==> config.mk <==
export PLATFORM = sky130hd
export DESIGN_NAME = planar_pose_dead_reckoning_flat
export DESIGN_NICKNAME = d
export VERILOG_FILES = /design/src/rtl/ppdr_pkg.sv /design/src/rtl/ppdr_if.sv /design/src/rtl/planar_pose_dead_reckoning.sv /design/src/rtl/ppdr_cordic.sv /design/src/rtl/ppdr_mul.sv /design/src/flat_wrapper.sv
export SDC_FILE = /design/constraint.sdc
export NUM_CORES = 2
export LEC_CHECK = 0
export BUFFER_PORTS_ARGS = -buffer_cell sky130_fd_sc_hd__buf_2
export CORE_MARGIN = 1
export CORE_UTILIZATION = 40
export CTS_CLUSTER_DIAMETER = 30
export DETAILED_ROUTE_END_ITERATION = 6
export GPL_TIMING_DRIVEN = 0
export PLACE_DENSITY = 0.66
export SLEW_MARGIN = 25
export SYNTH_ARGS = -nofsm -noshare
export SYNTH_HDL_FRONTEND = slang
export SYNTH_SLANG_ARGS = --single-unit
==> constraint.sdc <==
create_clock -name clk -period 10.2 [get_ports clk]
set_clock_uncertainty 0.2 [all_clocks]
set_input_delay 3.06 -clock clk [delete_from_list [all_inputs] [get_ports clk]]
set_output_delay 3.06 -clock clk [all_outputs]
set_load 0.005 [all_outputs]
==> src/rtl/ppdr_pkg.sv <==
// ----------------------------------------------------------------------------
// ppdr_pkg
// Shared widths, constants, types and helpers of the planar pose integrator.
// ----------------------------------------------------------------------------
package ppdr_pkg;

  localparam int ANGLE_BITS   = 16;
  localparam int POS_BITS     = 32;

  localparam int CORDIC_ITERS = 16;
  localparam int ITER_W       = $clog2(CORDIC_ITERS);
  localparam int CW           = 34;  // CORDIC x/y datapath, Q.30 plus headroom
  localparam int ZW           = 33;  // CORDIC residual angle, 32-bit turn signed
  localparam logic signed [CW-1:0] CORDIC_GAIN = CW'(652032874);

  localparam int MUL_W        = 33;
  localparam int PROD_W       = 2 * MUL_W;
  localparam logic [31:0] INV_TWO_PI_Q32 = 32'd683565276;

  localparam int STEP_RND     = 23;              // Q.39 to Q.16
  localparam int ANG_RND      = 60 - ANGLE_BITS; // Q.60 to binary angle

  localparam logic OP_VEL  = 1'b0;
  localparam logic OP_TICK = 1'b1;

  // Shared multiplier schedule: one product issued per step, captured a step later
  localparam logic [3:0] MS_VX_C   = 4'd0;
  localparam logic [3:0] MS_VY_S   = 4'd1;
  localparam logic [3:0] MS_VX_S   = 4'd2;
  localparam logic [3:0] MS_VY_C   = 4'd3;
  localparam logic [3:0] MS_RATE_T = 4'd4;
  localparam logic [3:0] MS_A_T    = 4'd5;
  localparam logic [3:0] MS_B_T    = 4'd6;
  localparam logic [3:0] MS_RT_K   = 4'd7;
  localparam logic [3:0] MS_LAST   = 4'd8;

  typedef enum logic [2:0] {
    ST_IDLE,
    ST_COR1,
    ST_MUL,
    ST_HALF,
    ST_COR2,
    ST_OUT
  } seq_state_t;

  typedef struct packed {
    logic        start;
    logic [31:0] turn;
  } cordic_req_t;

  typedef struct packed {
    logic               done;
    logic signed [15:0] sin;
    logic signed [15:0] cos;
  } cordic_res_t;

  function automatic logic [ZW-1:0] atan_turn(input logic [ITER_W-1:0] idx);
    logic [ZW-1:0] v;
    case (idx)
      4'd0:    v = ZW'(536870912);
      4'd1:    v = ZW'(316933406);
      4'd2:    v = ZW'(167458907);
      4'd3:    v = ZW'(85004756);
      4'd4:    v = ZW'(42667331);
      4'd5:    v = ZW'(21354465);
      4'd6:    v = ZW'(10679838);
      4'd7:    v = ZW'(5340245);
      4'd8:    v = ZW'(2670163);
      4'd9:    v = ZW'(1335087);
      4'd10:   v = ZW'(667544);
      4'd11:   v = ZW'(333772);
      4'd12:   v = ZW'(166886);
      4'd13:   v = ZW'(83443);
      4'd14:   v = ZW'(41721);
      4'd15:   v = ZW'(20860);
      default: v = '0;
    endcase
    return v;
  endfunction

  // Round a Q.30 CORDIC value to Q1.15 and clamp
  function automatic logic signed [15:0] round_sat16(input logic signed [CW-1:0] v);
    logic signed [CW-1:0] r;
    r = (v + CW'(16384)) >>> 15;
    if (r > CW'(32767)) return 16'sd32767;
    if (r < -CW'(32768)) return -16'sd32768;
    return r[15:0];
  endfunction

  function automatic logic [31:0] turn_of(input logic [ANGLE_BITS-1:0] ang);
    return 32'(ang) << (32 - ANGLE_BITS);
  endfunction

  function automatic logic [31:0] pos_out(input logic [POS_BITS-1:0] v);
    logic signed [63:0] e;
    e = 64'(signed'(v));
    return e[31:0];
  endfunction

endpackage

==> src/rtl/ppdr_if.sv <==
// ----------------------------------------------------------------------------
// ppdr_if
// Valid/ready channels of the pose integrator: command/tick in, pose out.
// ----------------------------------------------------------------------------
interface ppdr_in_if import ppdr_pkg::*; ();
  logic               valid;
  logic               ready;
  logic               opcode;
  logic signed [15:0] cmd_vx;
  logic signed [15:0] cmd_vy;
  logic signed [15:0] cmd_yaw_rate;
  logic        [15:0] elapsed;

  modport source (output valid, opcode, cmd_vx, cmd_vy, cmd_yaw_rate, elapsed,
                  input ready);
  modport sink   (input valid, opcode, cmd_vx, cmd_vy, cmd_yaw_rate, elapsed,
                  output ready);
endinterface

interface ppdr_out_if import ppdr_pkg::*; ();
  logic               valid;
  logic               ready;
  logic signed [31:0] pos_x;
  logic signed [31:0] pos_y;
  logic        [15:0] heading;
  logic signed [15:0] quat_z;
  logic signed [15:0] quat_w;
  logic signed [15:0] vel_x;
  logic signed [15:0] vel_y;
  logic signed [15:0] yaw_rate;

  modport source (output valid, pos_x, pos_y, heading, quat_z, quat_w, vel_x, vel_y,
                         yaw_rate,
                  input ready);
  modport sink   (input valid, pos_x, pos_y, heading, quat_z, quat_w, vel_x, vel_y,
                        yaw_rate,
                  output ready);
endinterface

==> src/rtl/planar_pose_dead_reckoning.sv <==
// ----------------------------------------------------------------------------
// planar_pose_dead_reckoning
// Dead-reckoning pose integrator for a planar robot.
// ----------------------------------------------------------------------------
// Usage:
//   item (sink) takes one beat per command. opcode OP_VEL latches forward
//   speed, lateral speed and yaw rate and produces nothing. opcode OP_TICK
//   carries the elapsed time and produces one beat on pose (source): the
//   wrapped x/y position, the binary heading, the yaw quaternion (z, w of
//   the half heading) and the held velocities.
//   From accept to pose valid a tick runs the CORDIC of the old heading
//   (16 rotations, a rounding step and a hand-over), the eight products
//   through the single shared multiplier, the launch of the second CORDIC,
//   the half-heading CORDIC and the load of the output register. The one
//   CORDIC engine is run twice per tick; item.ready stays low for the whole
//   tick and during reset, so a new tick is not taken before the last one
//   is through. The pose register parts the two sides: once it is loaded
//   the block takes the next beat while pose waits. If the receiver still
//   stalls when the following tick finishes, hold that tick until the
//   register frees up. Synchronous reset clears position, heading and held
//   velocities to zero and drops any pending pose beat.
// ----------------------------------------------------------------------------
module planar_pose_dead_reckoning import ppdr_pkg::*; (
  input  logic       clk,
  input  logic       rst,
  ppdr_in_if.sink    item,
  ppdr_out_if.source pose
);

  seq_state_t state;
  seq_state_t state_next;
  logic [3:0] step;

  logic [POS_BITS-1:0]   x_acc;
  logic [POS_BITS-1:0]   y_acc;
  logic [ANGLE_BITS-1:0] angle_acc;
  logic signed [15:0]    held_vx;
  logic signed [15:0]    held_vy;
  logic signed [15:0]    held_rate;
  logic [15:0]           dt;

  logic signed [15:0]    sin_old;
  logic signed [15:0]    cos_old;
  logic signed [31:0]    t0;
  logic signed [32:0]    rot_a;   // vx*c - vy*s
  logic signed [32:0]    rot_b;   // vx*s + vy*c
  logic signed [32:0]    rate_t;  // rate * dt

  logic                  out_valid;
  logic                  load_out;
  logic                  accept;

  cordic_req_t           cor_req;
  cordic_res_t           cor_res;

  logic signed [MUL_W-1:0]  op_a;
  logic signed [MUL_W-1:0]  op_b;
  logic signed [PROD_W-1:0] prod;
  logic signed [31:0]       prod32;
  logic signed [PROD_W-1:0] step_rnd;
  logic signed [PROD_W-1:0] ang_rnd;
  logic signed [MUL_W-1:0]  dt_op;

  ppdr_cordic u_cordic (
    .clk (clk),
    .rst (rst),
    .req (cor_req),
    .res (cor_res)
  );

  ppdr_mul u_mul (
    .clk  (clk),
    .op_a (op_a),
    .op_b (op_b),
    .prod (prod)
  );

  assign accept     = item.valid && item.ready;
  assign item.ready = (state == ST_IDLE) && !rst;
  assign pose.valid = out_valid;
  assign load_out   = (state == ST_OUT) && (!out_valid || pose.ready);

  // Product bookkeeping: position steps round Q.39 to Q.16, heading step
  // rounds Q.60 down to the binary angle.
  always_comb begin
    prod32   = signed'(prod[31:0]);
    step_rnd = (prod + (PROD_W'(1) << (STEP_RND - 1))) >>> STEP_RND;
    ang_rnd  = (prod + (PROD_W'(1) << (ANG_RND - 1))) >>> ANG_RND;
    dt_op    = MUL_W'(signed'({1'b0, dt}));
  end

  // Operand select for the shared multiplier
  always_comb begin
    op_a = '0;
    op_b = '0;
    case (step)
      MS_VX_C:   begin op_a = MUL_W'(held_vx);   op_b = MUL_W'(cos_old); end
      MS_VY_S:   begin op_a = MUL_W'(held_vy);   op_b = MUL_W'(sin_old); end
      MS_VX_S:   begin op_a = MUL_W'(held_vx);   op_b = MUL_W'(sin_old); end
      MS_VY_C:   begin op_a = MUL_W'(held_vy);   op_b = MUL_W'(cos_old); end
      MS_RATE_T: begin op_a = MUL_W'(held_rate); op_b = dt_op; end
      MS_A_T:    begin op_a = MUL_W'(rot_a);     op_b = dt_op; end
      MS_B_T:    begin op_a = MUL_W'(rot_b);     op_b = dt_op; end
      MS_RT_K:   begin op_a = MUL_W'(rate_t);    op_b = MUL_W'(INV_TWO_PI_Q32); end
      default:   begin op_a = '0;                op_b = '0; end
    endcase
  end

  // Sequencer: next state and CORDIC launch
  always_comb begin
    state_next    = state;
    cor_req.start = 1'b0;
    cor_req.turn  = turn_of(angle_acc);
    case (state)
      ST_IDLE: begin
        if (accept && item.opcode == OP_TICK) begin
          cor_req.start = 1'b1;
          state_next    = ST_COR1;
        end
      end
      ST_COR1: begin
        if (cor_res.done) begin
          state_next = ST_MUL;
        end
      end
      ST_MUL: begin
        if (step == MS_LAST) begin
          state_next = ST_HALF;
        end
      end
      ST_HALF: begin
        // heading already advanced; rotate by half of it for the quaternion
        cor_req.start = 1'b1;
        cor_req.turn  = turn_of(angle_acc) >> 1;
        state_next    = ST_COR2;
      end
      ST_COR2: begin
        if (cor_res.done) begin
          state_next = ST_OUT;
        end
      end
      ST_OUT: begin
        if (load_out) begin
          state_next = ST_IDLE;
        end
      end
      default: state_next = ST_IDLE;
    endcase
  end

  always_ff @(posedge clk) begin
    if (rst) begin
      state <= ST_IDLE;
    end else begin
      state <= state_next;
    end
  end

  // Control and architectural state
  always_ff @(posedge clk) begin
    if (rst) begin
      step      <= '0;
      out_valid <= 1'b0;
      x_acc     <= '0;
      y_acc     <= '0;
      angle_acc <= '0;
      held_vx   <= '0;
      held_vy   <= '0;
      held_rate <= '0;
    end else begin
      if (accept && item.opcode == OP_VEL) begin
        held_vx   <= item.cmd_vx;
        held_vy   <= item.cmd_vy;
        held_rate <= item.cmd_yaw_rate;
      end
      if (state == ST_MUL) begin
        step <= step + 1'b1;
        // capture the product issued on the previous step
        case (step)
          MS_A_T + 4'd1:  x_acc     <= x_acc + step_rnd[POS_BITS-1:0];
          MS_B_T + 4'd1:  y_acc     <= y_acc + step_rnd[POS_BITS-1:0];
          MS_RT_K + 4'd1: angle_acc <= angle_acc + ang_rnd[ANGLE_BITS-1:0];
          default: ;
        endcase
      end else begin
        step <= '0;
      end
      if (load_out) begin
        out_valid <= 1'b1;
      end else if (pose.ready) begin
        out_valid <= 1'b0;
      end
    end
  end

  // Datapath holding registers
  always_ff @(posedge clk) begin
    if (accept && item.opcode == OP_TICK) begin
      dt <= item.elapsed;
    end
    if (state == ST_COR1 && cor_res.done) begin
      sin_old <= cor_res.sin;
      cos_old <= cor_res.cos;
    end
    if (state == ST_MUL) begin
      case (step)
        MS_VX_C + 4'd1:   t0     <= prod32;
        MS_VY_S + 4'd1:   rot_a  <= 33'(t0) - 33'(prod32);
        MS_VX_S + 4'd1:   t0     <= prod32;
        MS_VY_C + 4'd1:   rot_b  <= 33'(t0) + 33'(prod32);
        MS_RATE_T + 4'd1: rate_t <= signed'(prod[32:0]);
        default: ;
      endcase
    end
    if (load_out) begin
      pose.pos_x    <= pos_out(x_acc);
      pose.pos_y    <= pos_out(y_acc);
      pose.heading  <= 16'(turn_of(angle_acc) >> 16);
      pose.quat_z   <= cor_res.sin;
      pose.quat_w   <= cor_res.cos;
      pose.vel_x    <= held_vx;
      pose.vel_y    <= held_vy;
      pose.yaw_rate <= held_rate;
    end
  end

endmodule

==> src/rtl/ppdr_cordic.sv <==
// ----------------------------------------------------------------------------
// ppdr_cordic
// Iterative CORDIC sine/cosine of a 32-bit turn, one rotation per cycle.
// ----------------------------------------------------------------------------
module ppdr_cordic import ppdr_pkg::*; (
  input  logic        clk,
  input  logic        rst,
  input  cordic_req_t req,
  output cordic_res_t res
);

  logic signed [CW-1:0] x;
  logic signed [CW-1:0] y;
  logic signed [ZW-1:0] z;
  logic [ITER_W-1:0]    iter;
  logic                 neg;
  logic                 busy;
  logic                 finish;
  logic                 done;
  logic signed [15:0]   sin_q;
  logic signed [15:0]   cos_q;

  logic [31:0]          folded;
  logic                 fold;
  logic signed [CW-1:0] x_sh;
  logic signed [CW-1:0] y_sh;
  logic signed [ZW-1:0] at;
  logic signed [CW-1:0] x_fin;
  logic signed [CW-1:0] y_fin;

  assign res = {done, sin_q, cos_q};

  always_comb begin
    // fold the left half plane onto the right half, negate at the end
    fold   = req.turn[31] ^ req.turn[30];
    folded = fold ? (req.turn ^ 32'h8000_0000) : req.turn;
    x_sh   = x >>> iter;
    y_sh   = y >>> iter;
    at     = signed'(atan_turn(iter));
    x_fin  = neg ? -x : x;
    y_fin  = neg ? -y : y;
  end

  always_ff @(posedge clk) begin
    if (rst) begin
      busy   <= 1'b0;
      finish <= 1'b0;
      done   <= 1'b0;
    end else begin
      done <= 1'b0;
      if (req.start) begin
        busy <= 1'b1;
      end else if (busy && iter == ITER_W'(CORDIC_ITERS - 1)) begin
        busy <= 1'b0;
      end
      finish <= busy && iter == ITER_W'(CORDIC_ITERS - 1);
      if (finish) begin
        done <= 1'b1;
      end
    end
  end

  always_ff @(posedge clk) begin
    if (req.start) begin
      x    <= CORDIC_GAIN;
      y    <= '0;
      z    <= ZW'(signed'(folded));
      neg  <= fold;
      iter <= '0;
    end else if (busy) begin
      if (!z[ZW-1]) begin
        x <= x - y_sh;
        y <= y + x_sh;
        z <= z - at;
      end else begin
        x <= x + y_sh;
        y <= y - x_sh;
        z <= z + at;
      end
      iter <= iter + 1'b1;
    end
    if (finish) begin
      cos_q <= round_sat16(x_fin);
      sin_q <= round_sat16(y_fin);
    end
  end

endmodule

==> src/rtl/ppdr_mul.sv <==
// ----------------------------------------------------------------------------
// ppdr_mul
// Shared signed multiplier with a registered product.
// ----------------------------------------------------------------------------
module ppdr_mul import ppdr_pkg::*; (
  input  logic                     clk,
  input  logic signed [MUL_W-1:0]  op_a,
  input  logic signed [MUL_W-1:0]  op_b,
  output logic signed [PROD_W-1:0] prod
);

  always_ff @(posedge clk) begin
    prod <= PROD_W'(op_a) * PROD_W'(op_b);
  end

endmodule
==> src/flat_wrapper.sv <==
// flat-port wrapper written by rule: the top's interface ports become plain ports
module planar_pose_dead_reckoning_flat import ppdr_pkg::*;
  (clk, rst, item_valid, item_opcode, item_cmd_vx, item_cmd_vy, item_cmd_yaw_rate, item_elapsed, item_ready, pose_valid, pose_pos_x, pose_pos_y, pose_heading, pose_quat_z, pose_quat_w, pose_vel_x, pose_vel_y, pose_yaw_rate, pose_ready);
  ppdr_in_if item_i ();
  ppdr_out_if pose_i ();
  input  logic clk;
  input  logic rst;
  input wire logic [$bits(item_i.valid)-1:0] item_valid;
  input wire logic [$bits(item_i.opcode)-1:0] item_opcode;
  input wire logic [$bits(item_i.cmd_vx)-1:0] item_cmd_vx;
  input wire logic [$bits(item_i.cmd_vy)-1:0] item_cmd_vy;
  input wire logic [$bits(item_i.cmd_yaw_rate)-1:0] item_cmd_yaw_rate;
  input wire logic [$bits(item_i.elapsed)-1:0] item_elapsed;
  output wire logic [$bits(item_i.ready)-1:0] item_ready;
  output wire logic [$bits(pose_i.valid)-1:0] pose_valid;
  output wire logic [$bits(pose_i.pos_x)-1:0] pose_pos_x;
  output wire logic [$bits(pose_i.pos_y)-1:0] pose_pos_y;
  output wire logic [$bits(pose_i.heading)-1:0] pose_heading;
  output wire logic [$bits(pose_i.quat_z)-1:0] pose_quat_z;
  output wire logic [$bits(pose_i.quat_w)-1:0] pose_quat_w;
  output wire logic [$bits(pose_i.vel_x)-1:0] pose_vel_x;
  output wire logic [$bits(pose_i.vel_y)-1:0] pose_vel_y;
  output wire logic [$bits(pose_i.yaw_rate)-1:0] pose_yaw_rate;
  input wire logic [$bits(pose_i.ready)-1:0] pose_ready;
  assign item_i.valid = item_valid;
  assign item_i.opcode = item_opcode;
  assign item_i.cmd_vx = item_cmd_vx;
  assign item_i.cmd_vy = item_cmd_vy;
  assign item_i.cmd_yaw_rate = item_cmd_yaw_rate;
  assign item_i.elapsed = item_elapsed;
  assign item_ready = item_i.ready;
  assign pose_valid = pose_i.valid;
  assign pose_pos_x = pose_i.pos_x;
  assign pose_pos_y = pose_i.pos_y;
  assign pose_heading = pose_i.heading;
  assign pose_quat_z = pose_i.quat_z;
  assign pose_quat_w = pose_i.quat_w;
  assign pose_vel_x = pose_i.vel_x;
  assign pose_vel_y = pose_i.vel_y;
  assign pose_yaw_rate = pose_i.yaw_rate;
  assign pose_i.ready = pose_ready;
  planar_pose_dead_reckoning u_core (.clk(clk), .rst(rst), .item(item_i), .pose(pose_i));
endmodule
; ---- Yosys cells after proc, flatten, opt, wreduce, memory -nomap -nowiden
; Memories as Yosys holds them, arrays and structs flattened. A register that Yosys moved wholly into a read port is not among the register bits.
; Index checks and enable logic that the tools add are counted.
[op_classes]
n_addsub = 19
multipliers = 1
n_div = 0
n_lt_le_gt_ge = 4
n_eq_ne = 19
shift = 2
mux = 44
bitwise = 4
n_reduce_logical = 29
[op_table]
columns = cell, count
row1 = one-hot mux 33 bit (6 select lines), 1
row2 = two-way mux 34 bit, 4
row3 = one-hot mux 33 bit (4 select lines), 1
row4 = two-way mux 16 bit, 8
row5 = two-way mux 33 bit, 3
row6 = adder 34 x 16 -> 34 bit (second input constant), 2
row7 = adder 34 bit, 2
row8 = negation 34 bit, 2
row9 = >>> shifter 34 x 4 -> 34 bit, 2
row10 = subtractor 34 bit, 2
row11 = adder 32 bit, 2
row12 = two-way mux 32 bit, 2
row13 = adder 60 x 45 -> 60 bit (second input constant), 1
row14 = multiplier 33 x 33 -> 60 bit, 1
row15 = adder 55 x 24 -> 55 bit (second input constant), 1
row16 = > comparator 19 x 16 -> 1 bit (second input constant), 2
row17 = less-than comparator 19 x 16 -> 1 bit (second input constant), 2
row18 = adder 32 x 32 -> 33 bit, 1
row19 = adder 33 bit, 1
row20 = subtractor 32 x 32 -> 33 bit, 1
row21 = subtractor 33 bit, 1
row22 = one-hot mux 3 bit (6 select lines), 1
row23 = adder 16 bit, 1
row24 = == test 4 x 3 -> 1 bit (second input constant), 4
row25 = 25 further kinds, 74
[word_totals]
register_bits = 676
latchBits = 0
ram_bits = 0
mem_bits_ro = 480
word_cells = 158
mem_count = 1
[mem_list]
columns = memory, depth, word_bits, rd, rd_clocked_by_memory_dff, write_ports, line_no
row1 = (name not given), 16, 30, 1, 1, 0, ppdr_pkg.sv:59  ; case (idx)

; ---- Depth between registers and ports, before layout
[depth]
word_depth = 10
mapped_depth = 38
ltp_nobuf = 36

; ---- By module
; From an unflattened synthesis, not the netlist that was laid out.
[hier_totals]
hier_cells = 8817
hier_area_um2 = 83122.2
[by_module_without_submodules]
columns = module, instances, cells_each, area_each_um2
row1 = ppdr_mul, 1, 4261, 40219.8
row2 = planar_pose_dead_reckoning, 1, 2244, 23983.0
row3 = ppdr_cordic, 1, 2312, 18919.4

; ---- Least setup slack after synthesis
; Ideal clock, no wire load.
[synth_timing]
kind = input to register
start = in pose_ready
end = reg u_core.pose.heading[0], enable pin
setup_time_ns = 0.682
arrival_time_ns = 9.765
required_time_ns = 9.318
setup_slack_ns = -0.447
cell_stages = 2
path_buffers = 0
cell_sequence = nor2b_1 > nor2_1
[synth_between]
elab_chain_cells = 2
[synth_rtl]
columns = element, line_no
row1 = from (decl), flat_wrapper.sv:24  ; input wire logic [$bits(pose_i.ready)-1:0] pose_ready;
row2 = logical OR 1 bit, planar_pose_dead_reckoning.sv:81  ; assign load_out = (state == ST_OUT) && (!out_valid || pose.ready);
row3 = logical AND 1 bit, planar_pose_dead_reckoning.sv:81
row4 = net u_core.load_out, planar_pose_dead_reckoning.sv:50  ; logic load_out;
row5 = to (signal assigned), planar_pose_dead_reckoning.sv:218  ; pose.heading <= 16'(turn_of(angle_acc) >> 16);
row6 = to (decl), ppdr_if.sv:32  ; modport source (output valid, pos_x, pos_y, heading, quat_z, quat_w, vel_x, vel_y,
; The timed path passes the listed nets, and every way through them passes these cells.
; A chain may end at the register's enable or synchronous reset.

; ---- Final worst setup path
[layout_timing]
start = reg u_core.step[1]
end = reg u_core.u_mul.prod[49]
[layout_between]
elab_chain_cells = 4
[layout_rtl]
columns = element, line_no
row1 = from (decl), planar_pose_dead_reckoning.sv:32  ; logic [3:0] step;
row2 = from (signal assigned), planar_pose_dead_reckoning.sv:177  ; step <= step + 1'b1;
row3 = == test 4 x 3 -> 1 bit (tied with other cells), planar_pose_dead_reckoning.sv:96  ; case (step)
row4 = OR reduction 3 bit (no line) / OR reduction 2 bit (equally long branches), --
row5 = one-hot mux 33 bit (4 select lines) / one-hot mux 33 bit (6 select lines) (equally long branches), planar_pose_dead_reckoning.sv:96
row6 = multiplier 33 x 33 -> 60 bit *, ppdr_mul.sv:13  ; prod <= PROD_W'(op_a) * PROD_W'(op_b);
row7 = to (signal assigned), ppdr_mul.sv:13
row8 = to (decl), ppdr_mul.sv:9  ; output logic signed [PROD_W-1:0] prod
; Every way passes the cells marked *; elsewhere a longest branch is shown, timed or not.

==> results.md <==
- Initial antenna violation count: 2
- Filler cells: 18025
- Yosys reg bits: 706
- Die area: 0.193 mm^2
- Post-synthesis mux area share: 3.70%
- GR peak layer: met2
- Critical path buffers and inverters: 6
- Port Buffers: 230
- Syn nets: 9729
- Final #Nets: 10124
- Post-Place Cells: 10931
- CP required: 10.58 ns
- Vias/cell: 5.56
- Max VDD drop: 0.000283 V
- Post-DRT Antenna Nets: 0
- Critical path class: reg2reg
- GR Util met2: 43.3%
- Post-synth ARST share: 0%
- Share of layout cells above drive strength 1: 10.8%
- Post-Syn Area per Cell: 9.39 um^2
- Reg clk slew, reported paths: 0.06 ns
- Slew Viols, Final: 0
- Setup-failing EPs final: 0
- Largest family of logic cells by synthesized area: adder cells
- Register area share after synthesis: 23.7%
- DR iter-0 viols: 5357
- Nature of the critical path startpoint: flop
- Area grow syn2layout: 13.1%
- Met1 Use GR: 33.5%
- Total Routing Usage GR: 26.7%
- Remaining Overflow, GRT: 0
- First-pass GRT wire length: 387000 um
- Clk sinks: 706
- Max Cap Viol: 0
- Final core occ: 45.6%
- Worst Tran Pin Value: 1.18 ns
- Slowest-stage cell, CP: and4_1
- Max Fclk: 0.0998 GHz
- RSZ-0062 raised after global routing: true
- Row count: 160
- Max-slew headroom: 21.4%
- Yosys top cell area share: 26.9%
- Max H-tree Level: 3
- Starting density of the core: 40.3%
- Setup TNS: 0 ns
- EDFF count, synth: 405
- Simple-Gate Fraction of Synth Area: 13.1%
- Clock latency at the later pin of the worst-skew pair: 0.75 ns
- Clock root buffer: clkbuf_16
- Period utilization: 98.2%
- Synth Flop Type: edfxtp_1
- Pre-antenna DRT Iters: 6
- Gpl congestion: 1.02
- Synth Area in Compound Gates: 11.2%
- Outcome: finished, final reports clean
- XOR/XNOR Fraction of Synth Area: 5.41%
- Largest net degree at the start of global routing: 34
- Netlist Area Pre-Place: 0.0766 mm^2
- IO Pins: 231
- Avg WL per Cell: 23.3 um
- Leading area contributor after synthesis: fa_1
- Crit path max-delay family: adder cells
- Synth Area in Adders: 34.7%
- DP Wirelength: 214000 um
- CTS Buf Count: 113
- CTS tree: built
- CTS Buffer Depth: 3
- Pleak: 39.3 nW
- Most frequent CP cell: fa_1
- Synth warn: 0
- Area contributors post-synth: fa_1 (27%), edfxtp_1 (16%), dfxtp_1 (7.9%)
- # DRC: 0
- Met3 GRT Util: 4.31%
- Hold_ws: 0.236 ns
- Worst Path Arrival: 10.40 ns
- Vias: 62152
- Min Tclk post-route: 10.02 ns
- P per Cell Area: 237 mW/mm^2
- Fin. Hold Viols: 0
- DIE WIDTH: 440 um
- Synthesized instance count: 8158
- Non-filler instance count after layout: 11172
- Hold Crit Class: reg2reg
- Worst path max stage delay: 0.82 ns
- Drt total wl: 260000 um
- CP max FO: 11
- Critical Path Sink Type: flop
- Vias in the first global route: 62145
- Die Ht: 440 um
- Area of the core: 0.190 mm^2
- Yosys cell types: 100
[cells in the mapped netlist, drive strengths merged (152+ instances only)]
cell / n
inv: 1291
fa: 1030
nand2: 989
nor2: 667
a21oi: 475
ha: 472
edfxtp: 405
xnor2: 319
clkbuf: 309
dfxtp: 301
o21ai: 267
xor2: 152
[registers in the layout, indices dropped and copies added (netlist names), 30 cells and up]
signal and cells:
u_core.rot_b 33, u_core.t0 32, u_core.u_cordic.z 33, u_core.pose.pos_y 32, u_core.y_acc 32, u_core.u_cordic.y 34
u_core.u_cordic.at 30, u_core.rot_a 33, u_core.u_cordic.x 34, u_core.rate_t 33, u_core.x_acc 32, u_core.u_mul.prod 60
u_core.pose.pos_x 32
[cell type report]
cell class	instances	area, um^2	share of cell area [%]
multi-input combinational	5801	52700	60.8
sequential	706	18200	21.0
inverter	1292	4870	5.62
tap	2511	3140	3.63
clock buffer	123	2930	3.38
timing repair buffer	322	2120	2.44
buffer	316	1560	1.81
clock inverter	93	1100	1.27
antenna	7	17.5	0.0202
timing repair inverter	1	7.51	0.00867
[layout by cell type (no fill, tap or decap), types with 58 or more instances in the layout]
master     netlist  routed
dfxtp_1        301     299
edfxtp_1       405     405
xnor2_1        319     314
ha_1           472     464
fa_1          1030    1025
nand2_1        989     974
a21oi_1        475     467
buf_2           18     254
xor2_1         152     152
inv_1         1289    1281
a21o_1         135     135
nand3_1         80      80
buf_4            3      83
nand4_1         61      61
mux2i_1        100     100
mux4_2          58      58
nor3_1         121     105
o21ai_0        265     264
nor2_1         667     659
clkbuf_1       309     181
clkbuf_16        0     115
[power breakdown]
part	internal [mW]	total (mW)	switching (mW)
Combinational	4.99	12.5	7.56
Sequential	3.55	4.01	0.457
Clock	2.37	4.00	1.63
[routing by layer]
layer  vias to the layer above  part of all wire [%]
li1                      27594                     -
met1                     31040                    39
met2                      2854                    46
met3                       664                   7.5
met4                         0                   7.1
met5                         -                     0
[cells by family after synthesis]
logic type / after synthesis
compound gates: 1362
xor+xnor: 472
fa+ha+maj: 1504
buf+inv: 1651
flops: 706
mux: 197
simple gates: 2266
[what timing repair did]
item                       CTS  global route
gates cloned                 1             0
pin swaps                   31            15
gates resized for setup    195           116
hold buffers                 0             0
setup buffers               41            19
setup endpoints to repair   39            17
[through the flow]
| stage | setup WS, ns | area [um^2] | power [mW] |
|---|---|---|---|
| 2_1_floorplan | 0.748 | 76600 | 12.8 |
| 3_3_place_gp | -3.30 | 80900 | 16.0 |
| 3_5_place_dp | -2.83 | 81500 | 16.2 |
| 4_1_cts | -0.0148 | 86200 | 20.3 |
| 5_1_grt | -0.0634 | 86600 | 21.9 |
| 6_report | 0.181 | 86600 | 20.5 |
[worst paths after layout]
path / cells past startpoint / to / slack, ns / startpoint
setup reg to reg: 31 / u_core.u_mul.prod[49] / 0.18 / u_core.step[1]
hold / removal: 0 / u_core.cos_old[14] / 0.24 / u_core.u_cordic.cos_q[14]
setup / recovery: 31 / u_core.u_mul.prod[49] / 0.18 / u_core.step[1]
hold reg to reg: 0 / u_core.cos_old[14] / 0.24 / u_core.u_cordic.cos_q[14]
No activity file was read; power rests on OpenSTA's default activity.
